==> src/sv/bls_pkg.sv <==
// ----------------------------------------------------------------------------
// bls_pkg: shared types and constants for the bounded sorted list
// Holds the list depth, the operation codes of the request channel and the
// control word that the top level broadcasts to every list cell.
// ----------------------------------------------------------------------------
package bls_pkg;

    // Number of list cells and the width of a count that can reach it.
    localparam int LIST_DEPTH = 16;
    localparam int CNT_W      = $clog2(LIST_DEPTH + 1);

    // Fixed field widths of the channels.
    localparam int DATA_W     = 32;
    localparam int OP_W       = 2;
    localparam int COUNT_W    = 5;

    // Operation codes carried by a request.
    typedef enum logic [OP_W-1:0] {
        OP_PUSH_HEAD     = 2'd0,
        OP_POP_HEAD      = 2'd1,
        OP_POP_TAIL      = 2'd2,
        OP_SORTED_INSERT = 2'd3
    } op_t;

    // What every cell does in the current cycle.
    typedef enum logic [1:0] {
        CMD_HOLD,
        CMD_SHIFT_LEFT,
        CMD_INSERT
    } cell_cmd_t;

    // Control word broadcast along the chain.
    typedef struct packed {
        cell_cmd_t                 cmd;
        logic                      at_head;
        logic signed [DATA_W-1:0]  value;
    } cell_ctrl_t;

endpackage

==> src/sv/bls_cell.sv <==
// ----------------------------------------------------------------------------
// bls_cell: one position of the bounded sorted list
// Holds one entry, compares it with the value being inserted and takes its
// next entry from itself, its left neighbour, its right neighbour or the new
// value. A position chain tells each cell whether the insert point lies
// further towards the head.
// ----------------------------------------------------------------------------
module bls_cell (
    input  logic                            aclk,
    input  bls_pkg::cell_ctrl_t             ctrl,
    input  logic                            cell_valid,
    input  logic                            strict_cmp,
    input  logic signed [bls_pkg::DATA_W-1:0] left_entry,
    input  logic signed [bls_pkg::DATA_W-1:0] right_entry,
    input  logic                            found_in,
    output logic                            found_out,
    output logic signed [bls_pkg::DATA_W-1:0] entry
);
    import bls_pkg::*;

    logic signed [DATA_W-1:0] entry_reg;
    logic signed [DATA_W-1:0] entry_next;
    logic                     cmp_hit;
    logic                     stop_here;

    // The head moves aside only for a strictly smaller value; later cells
    // stop at the first entry not less than the value. Empty cells stop too.
    assign cmp_hit   = strict_cmp ? (entry_reg > ctrl.value) : (entry_reg >= ctrl.value);
    assign stop_here = ctrl.at_head || !cell_valid || cmp_hit;
    assign found_out = found_in || stop_here;

    // Next entry selection.
    always_comb begin
        entry_next = entry_reg;
        case (ctrl.cmd)
            CMD_SHIFT_LEFT: begin
                entry_next = right_entry;
            end
            CMD_INSERT: begin
                if (found_in) begin
                    entry_next = left_entry;
                end else if (stop_here) begin
                    entry_next = ctrl.value;
                end
            end
            default: begin
                entry_next = entry_reg;
            end
        endcase
    end

    // Entry storage; payload only, so no reset.
    always_ff @(posedge aclk) begin
        entry_reg <= entry_next;
    end

    assign entry = entry_reg;

endmodule

==> src/sv/bounded_list_with_sorted_insert_unit.sv <==
// ----------------------------------------------------------------------------
// bounded_list_with_sorted_insert_unit: bounded ordered list of signed values
// Keeps up to LIST_DEPTH entries in a row of cells, head in cell 0, and
// applies push head, pop head, pop tail and sorted insert requests.
// ----------------------------------------------------------------------------
//
//  Channel  | Direction | Handshake         | Payload
//  ---------+-----------+-------------------+------------------------------------
//  s_       | in        | s_valid / s_ready | s_operation, s_item_value
//  m_       | out       | m_valid / m_ready | m_head_value, m_list_empty,
//           |           |                   | m_entry_count, m_rejected
//
// One request is applied per cycle: every cell compares and shifts at once,
// and the insert point ripples along the cell chain within that cycle.
// The result appears in the cycle after acceptance and is read straight from the
// list state, so a new request is taken in the same cycle the result leaves.
// While a result waits unread, s_ready is low and the list holds.
// aresetn (synchronous, active low) empties the list; entries are not cleared.
// ----------------------------------------------------------------------------
module bounded_list_with_sorted_insert_unit (
    input  logic                              aclk,
    input  logic                              aresetn,
    input  logic                              s_valid,
    output logic                              s_ready,
    input  logic [bls_pkg::OP_W-1:0]          s_operation,
    input  logic signed [bls_pkg::DATA_W-1:0] s_item_value,
    output logic                              m_valid,
    input  logic                              m_ready,
    output logic signed [bls_pkg::DATA_W-1:0] m_head_value,
    output logic                              m_list_empty,
    output logic [bls_pkg::COUNT_W-1:0]       m_entry_count,
    output logic                              m_rejected
);
    import bls_pkg::*;

    logic [CNT_W-1:0]         count_reg;
    logic [CNT_W-1:0]         count_next;
    logic                     rejected_reg;
    logic                     rejected_next;
    logic                     m_valid_reg;
    logic                     m_valid_next;
    logic                     s_fire;
    op_t                      op;
    cell_ctrl_t               ctrl;
    logic                     list_full;
    logic                     list_none;

    logic [LIST_DEPTH-1:0]    cell_valid;
    logic [LIST_DEPTH:0]      found_chain;
    logic signed [DATA_W-1:0] cell_entry [LIST_DEPTH];

    // Request handshake: the result register frees up when taken.
    assign s_ready   = !m_valid_reg || m_ready;
    assign s_fire    = s_valid && s_ready;
    assign op        = op_t'(s_operation);
    assign list_full = (count_reg == CNT_W'(LIST_DEPTH));
    assign list_none = (count_reg == '0);

    // Decode the request into a cell command and the new count.
    always_comb begin
        ctrl.cmd      = CMD_HOLD;
        ctrl.at_head  = 1'b0;
        ctrl.value    = s_item_value;
        count_next    = count_reg;
        rejected_next = 1'b0;
        unique case (op)
            OP_PUSH_HEAD: begin
                if (list_full) begin
                    rejected_next = 1'b1;
                end else begin
                    ctrl.cmd     = CMD_INSERT;
                    ctrl.at_head = 1'b1;
                    count_next   = count_reg + CNT_W'(1);
                end
            end
            OP_POP_HEAD: begin
                if (list_none) begin
                    rejected_next = 1'b1;
                end else begin
                    ctrl.cmd   = CMD_SHIFT_LEFT;
                    count_next = count_reg - CNT_W'(1);
                end
            end
            OP_POP_TAIL: begin
                if (list_none) begin
                    rejected_next = 1'b1;
                end else begin
                    count_next = count_reg - CNT_W'(1);
                end
            end
            OP_SORTED_INSERT: begin
                if (list_full) begin
                    rejected_next = 1'b1;
                end else begin
                    ctrl.cmd   = CMD_INSERT;
                    count_next = count_reg + CNT_W'(1);
                end
            end
            default: begin
                rejected_next = 1'b0;
            end
        endcase
        // Nothing moves unless a request is accepted.
        if (!s_fire) begin
            ctrl.cmd = CMD_HOLD;
        end
    end

    // Result valid tracking.
    always_comb begin
        m_valid_next = m_valid_reg;
        if (s_fire) begin
            m_valid_next = 1'b1;
        end else if (m_ready) begin
            m_valid_next = 1'b0;
        end
    end

    // Control registers.
    always_ff @(posedge aclk) begin
        if (!aresetn) begin
            count_reg    <= '0;
            rejected_reg <= 1'b0;
            m_valid_reg  <= 1'b0;
        end else begin
            m_valid_reg <= m_valid_next;
            if (s_fire) begin
                count_reg    <= count_next;
                rejected_reg <= rejected_next;
            end
        end
    end

    // Row of list cells; the insert point ripples from the head.
    assign found_chain[0] = 1'b0;

    for (genvar i = 0; i < LIST_DEPTH; i++) begin : g_cell
        logic signed [DATA_W-1:0] left_entry;
        logic signed [DATA_W-1:0] right_entry;

        assign cell_valid[i] = (CNT_W'(i) < count_reg);

        if (i == 0) begin : g_head
            assign left_entry = '0;
        end else begin : g_mid
            assign left_entry = cell_entry[i-1];
        end

        if (i == LIST_DEPTH - 1) begin : g_tail
            assign right_entry = '0;
        end else begin : g_body
            assign right_entry = cell_entry[i+1];
        end

        bls_cell u_cell (
            .aclk        (aclk),
            .ctrl        (ctrl),
            .cell_valid  (cell_valid[i]),
            .strict_cmp  (i == 0),
            .left_entry  (left_entry),
            .right_entry (right_entry),
            .found_in    (found_chain[i]),
            .found_out   (found_chain[i+1]),
            .entry       (cell_entry[i])
        );
    end

    // Results are read straight from the list state.
    assign m_valid       = m_valid_reg;
    assign m_head_value  = list_none ? '0 : cell_entry[0];
    assign m_list_empty  = list_none;
    assign m_entry_count = COUNT_W'(count_reg);
    assign m_rejected    = rejected_reg;

    // The count never passes the list depth.
    a_count_bound: assert property (@(posedge aclk) disable iff (!aresetn)
        count_reg <= CNT_W'(LIST_DEPTH))
        else $error("list count exceeds depth");

    // A rejected request leaves the count as it was.
    a_reject_holds: assert property (@(posedge aclk) disable iff (!aresetn)
        s_fire && rejected_next |=> count_reg == $past(count_reg))
        else $error("rejected request changed the count");

    // An accepted pop takes exactly one entry away.
    a_pop_count: assert property (@(posedge aclk) disable iff (!aresetn)
        s_fire && !rejected_next && (op == OP_POP_HEAD || op == OP_POP_TAIL)
        |=> count_reg == $past(count_reg) - CNT_W'(1))
        else $error("pop did not remove one entry");

    // An accepted insert always finds a place in the chain.
    a_insert_found: assert property (@(posedge aclk) disable iff (!aresetn)
        ctrl.cmd == CMD_INSERT |-> found_chain[LIST_DEPTH])
        else $error("insert point not found");

endmodule
==> config.mk <==
export PLATFORM = sky130hd
export DESIGN_NAME = bounded_list_with_sorted_insert_unit
export DESIGN_NICKNAME = d
export VERILOG_FILES = /design/src/sv/bls_pkg.sv /design/src/sv/bls_cell.sv /design/src/sv/bounded_list_with_sorted_insert_unit.sv
export SDC_FILE = /design/constraint.sdc
export NUM_CORES = 2
export LEC_CHECK = 0
export BUFFER_PORTS_ARGS = -buffer_cell sky130_fd_sc_hd__buf_2
export CAP_MARGIN = 10
export CORE_MARGIN = 3
export CORE_UTILIZATION = 65
export DETAILED_ROUTE_END_ITERATION = 8
export PLACE_DENSITY = 0.82
export SLEW_MARGIN = 20
export SYNTH_ARGS = -nofsm -noshare
export SYNTH_HDL_FRONTEND = slang
export SYNTH_HIERARCHICAL = 1
export SYNTH_SLANG_ARGS = --single-unit
==> constraint.sdc <==
create_clock -name aclk -period 58.3 [get_ports aclk]
set_input_delay 11.66 -clock aclk [delete_from_list [all_inputs] [get_ports aclk]]
set_output_delay 11.66 -clock aclk [all_outputs]
set_load 0.01 [all_outputs]
# After elaboration in Yosys (flattened, before gate mapping)
# Cells that the tools add are included.
# Widths: inputs -> output; s select.
# word_totals
register_bits	519
output_inout_bits	41
elab_cells	227
# classes
add_sub_neg	2
order_cmp	32
n_eq_ne	24
muxes	62
n_reduce_logical	88
# ops
op	n
$mux 32	32
$pmux 32 s2	16
$ge 32x32->1	15
$logic_or 1x1->1	47
$ne 3x1->1 const B	15
$lt 4x5->1 const A	8
$gt 32x32->1	1
$reduce_and 2->1	16
$lt 3x5->1 const A	4
$logic_not 1->1	17
$lt 1x5->1 const A	2
$lt 2x5->1 const A	2
$mux 5	2
$pmux 5 s2	1
$eq 2x2->1 const B	3
$mux 1	6
$pmux 2 s3	1
$add 5x1->5 const B	1
$eq 5x5->1 const B	1
$logic_not 5->1	1
$sub 5x1->5 const B	1
$eq 2x1->1 const B	2
$mux 2	2
$ne 2x2->1 const B	2
8 further kinds	10

# Longest topological paths before layout
# logic_depth
word_depth	21
depth_mapped	83
mapped_depth_nobuf	68

# By module
# Netlist, hierarchy kept.
# by_module_without_submodules
mod	instances	cells_each	area_each_um2	seq_area_each_um2
bls_cell	16	262	2479.9	960.9
bounded_list_with_sorted_insert_unit	1	121	898.4	140.1

# Least setup slack after synthesis
# No wires, ideal clock.
# synth_timing
path_type	input-to-reg
from	input port s_item_value[14] (netlist bit)
to	register g_cell[15].u_cell.entry_reg[0] (enable)
setup_time_ns	0.480
t_arrival_ns	25.841
slack_ns	31.978
path_stages	68
path_cell_list	inv_1 -> ha_1 -> a21oi_1 -> nand2_1 -> a21o_1 -> o41a_1 -> a211oi_2 -> a21oi_1 -> clkbuf_1 -> or3b_2 -> nor2_1 -> a21oi_1 -> clkbuf_1 -> or3b_2 -> nor2_1 -> a21oi_1 -> clkbuf_1 -> or3b_2 -> [... 32 more ...] -> nor2_1 -> a21oi_1 -> clkbuf_1 -> or3b_2 -> nor2_1 -> a21oi_1 -> clkbuf_1 -> or3b_2 -> nor2_1 -> a21oi_1 -> clkbuf_1 -> or3b_2 -> nor2_1 -> a21oi_1 -> clkbuf_1 -> or3b_2 -> nor3_1 -> a21oi_1
# synth_between
elab_chain_cells	18
elab_cells_between_ends	48
classes_between	order compare (16); eq/ne (1); reduce/logical (31)
# synth_lines
element	line	rtl
start: declaration	bounded_list_with_sorted_insert_unit.sv:26	input logic signed [bls_pkg::DATA_W-1:0] s_item_value,
$gt 32x32->1	bls_cell.sv:28	assign cmp_hit = strict_cmp ? (entry_reg > ctrl.value) : (entry_reg >= ctrl.value);
$logic_or 1x1->1	bls_cell.sv:29	assign stop_here = ctrl.at_head || !cell_valid || cmp_hit;
net found_chain[1]	bounded_list_with_sorted_insert_unit.sv:49	logic [LIST_DEPTH:0] found_chain;
$logic_or 1x1->1	bls_cell.sv:30	assign found_out = found_in || stop_here;
net found_chain[2]	bounded_list_with_sorted_insert_unit.sv:49	
$logic_or 1x1->1	bls_cell.sv:30	
net found_chain[3]	bounded_list_with_sorted_insert_unit.sv:49	
$logic_or 1x1->1	bls_cell.sv:30	
net found_chain[4]	bounded_list_with_sorted_insert_unit.sv:49	
[... 1 more ...]	-	
net found_chain[5]	bounded_list_with_sorted_insert_unit.sv:49	
[... 1 more ...]	-	
net found_chain[6]	bounded_list_with_sorted_insert_unit.sv:49	
[... 1 more ...]	-	
net found_chain[7]	bounded_list_with_sorted_insert_unit.sv:49	
[... 1 more ...]	-	
net found_chain[8]	bounded_list_with_sorted_insert_unit.sv:49	
[... 1 more ...]	-	
net found_chain[9]	bounded_list_with_sorted_insert_unit.sv:49	
[... 1 more ...]	-	
net found_chain[10]	bounded_list_with_sorted_insert_unit.sv:49	
[... 1 more ...]	-	
net found_chain[11]	bounded_list_with_sorted_insert_unit.sv:49	
[... 1 more ...]	-	
net found_chain[12]	bounded_list_with_sorted_insert_unit.sv:49	
$logic_or 1x1->1	bls_cell.sv:30	
net found_chain[13]	bounded_list_with_sorted_insert_unit.sv:49	
$logic_or 1x1->1	bls_cell.sv:30	
net found_chain[14]	bounded_list_with_sorted_insert_unit.sv:49	
$logic_or 1x1->1	bls_cell.sv:30	
net found_chain[15]	bounded_list_with_sorted_insert_unit.sv:49	
$ne 3x1->1 (no source line)	-	
$reduce_and 2->1 (no source line)	-	
end signal: assignment	bls_cell.sv:54	entry_reg <= entry_next;
end: declaration	bls_cell.sv:21	logic signed [DATA_W-1:0] entry_reg;
# The timed path passes the listed nets, and every way through them passes these cells.
# A chain may end at the register's enable or synchronous reset.

# Worst setup path after layout
# layout_timing
from	input port s_item_value[26] (netlist bit)
to	register g_cell[15].u_cell.entry_reg[4] (enable)
# Same word-level chain as after synthesis.

==> run metrics <==
status=completed; DRT Pass-1 Iters=8; die area=roughly 65000 sq um; Final Wtd Congestion=0.961; critical path's slowest cell=or3b_2; Clk pwr share=32.0%; WL/cell=21.4 um; CTS Root Cell=clkbuf_16; Post-route DRC=0; Final Critical Period=30.78 ns; syn_area_per_cell=9.41 sq um; worst r2r src=g_cell[0].u_cell/entry[30]; CTS max path bufs=3; Remaining Overflow, GRT=0; setup TNS=0 ns; Cell Area, Synth=40600 sq um; fillcell total=4575; Final ANT Viol Nets=0; CP peak stage delay=0.58 ns; reg2reg end=g_cell[15].u_cell/entry[4]; ratio of final minimum period to clock period=52.8%; Hold Crit Start=m_rejected; clock latency on the worst-skew pair=0.65 ns; Setup Crit Path Kind=primary input to flop; fraction of layout cells with a size suffix above 1=7.09%; number of global-route vias before repair=between 30000 and 40000; CTS tree=yes; DPL Wire Length=82.7 mm; synthesis warning total=6; Multi-input gate area=22900 sq um; HP Class=flop to flop; final setup violation count=0; first-pass GRT wire length=178 mm; port buffer count=78; initial DRC count=3233; PD cells=26.2 nW/um^2; worst r2r path cells=between 60 and 70; post_cts resized=0; Initial Util=66.5%; Nets=between 5000 and 6000; largest net degree at the start of global routing=65; Clk pin slew, worst setup/hold paths=approximately 0.06 ns; Peak VDD IR=0.0000288 V; antenna violations before repair=0; Worst Path Arrival=31.14 ns; Internal=0.000787 W; RSZ-0062 raised after global routing=false; MaxCap Viol Count=0; leakage power=23.6 nW; Die Ht=roughly 260 um; total design power=roughly 0.0012 W; Top delay family on crit path=simple AND/OR/NAND/NOR gates; fmax=32.5 MHz; flip-flop and latch area=15500 sq um; reg2reg setup slack=around 39 ns; worst slack at placement=27.19 ns; total clock sinks=519; Tot GR Track Use=33.8%; final setup margin=approximately 28 ns; H-Tree Depth=2; Mapped Cells=4310; Antenna Diode Count=0; WP buf/inv=16; Worst Hold Path EP=m_rejected; clk_skew=0.0230 ns; worst relative slew slack=28.5%; Worst Hold Depth=2; WL final=114 mm; final hold viol count=0; combinational fraction of design power=24.4%; Net Sw Frac=32.5%; crit start category=primary input; CTS Buf Count=59; sw power=approximately 0.00038 W; floorplan row count=90; WP data required=between 50 and 60 ns; Die Width=256 um; core area=61000 sq um; number of flip-flops in the largest register=512; Vias=33500; Crit Path Max Fanout=33; Worst setup EP type=flop; Slew Limit Fails=0; Vias/cell=6.30; crit-path most repeated cell=a21oi_4; hold-fix buffers at CTS=0; post-CTS setup buffers=0; Worst Tran Pin Value=1.07 ns; Reg power frac=43.6%; area grow syn2layout=9.78%; num ports=79
-- how the worst max path moves through the flow --
stage / startpoint / to / cells past startpoint
finish: s_item_value[26] / g_cell[15].u_cell/entry[4] / 68
CTS: s_item_value[27] / g_cell[15].u_cell/entry[10] / 68
global placement: s_item_value[25] / g_cell[15].u_cell/entry[8] / 68
floorplan: s_item_value[14] / g_cell[15].u_cell/entry[0] / 68
global route: s_item_value[30] / g_cell[15].u_cell/entry[12] / 68
detailed placement: s_item_value[27] / g_cell[15].u_cell/entry[11] / 68
-- final cells by class --
| class | count | share of cell area, % |
|---|---|---|
| clock inverter | 25 | 0.570 |
| clock buffer | 76 | 3.60 |
| multi-input combinational | 3134 | 51.5 |
| sequential | 519 | 34.8 |
| tap | 828 | 2.33 |
| inverter | 583 | 4.91 |
| timing repair buffer | 151 | 2.29 |
-- per-layer routing --
layer  up-vias  wire length (um)  track usage (%)
li1      15700                 -                -
met1     16100             46300             45.1
met2      1511             51200             53.9
met3       292              9040             4.40
met4         0              7010             18.2
met5         -                 0                0
-- placed cells by master, fill, tap and decap left out, types with 46 or more instances in the layout --
master,count
a21oi_1,193
and4_1,48
nor2b_1,46
nor3_1,48
clkbuf_16,60
buf_2,78
mux2i_1,514
edfxtp_1,512
ha_1,519
a21o_1,50
inv_1,583
nand3_1,81
o21ai_0,548
buf_4,69
nand2_1,605
nand4_1,80
conb_1,96
-- through the flow --
step | hold WS [ns] | std cells | util (%) | instance area [sq um]
after floorplan | 0.522 | 4404 | - | 40900
after global placement | 0.502 | 5211 | 69.7 | 42500
after detailed placement | 0.518 | 5211 | 69.7 | 42500
after CTS | 0.532 | 5312 | 72.7 | 44400
after global routing | 0.574 | 5316 | 73.0 | 44500
final | 0.529 | 5316 | 73.0 | 44500
-- power by group through the flow --
| stage | sequential (W) | combinational, W | clock, W |
|---|---|---|---|
| floorplan | 0.000498 | 0.000186 | 0 |
| global placement | 0.000515 | 0.000260 | 0 |
| detailed placement | 0.000515 | 0.000273 | 0 |
| CTS | 0.000507 | 0.000276 | 0.000377 |
| global route | 0.000512 | 0.000318 | 0.000390 |
| finish | 0.000508 | 0.000285 | 0.000373 |
-- worst reg2reg max path, delay by kind of cell, from the launching register on --
family / cells / cell delay (ns)
compound gates: 16 / 1.32
fa+ha+maj: 1 / 0.37
buf+inv: 13 / 4.16
flops: 1 / 0.49
simple gates: 35 / 13.18
(Power assumes the default switching activity.)
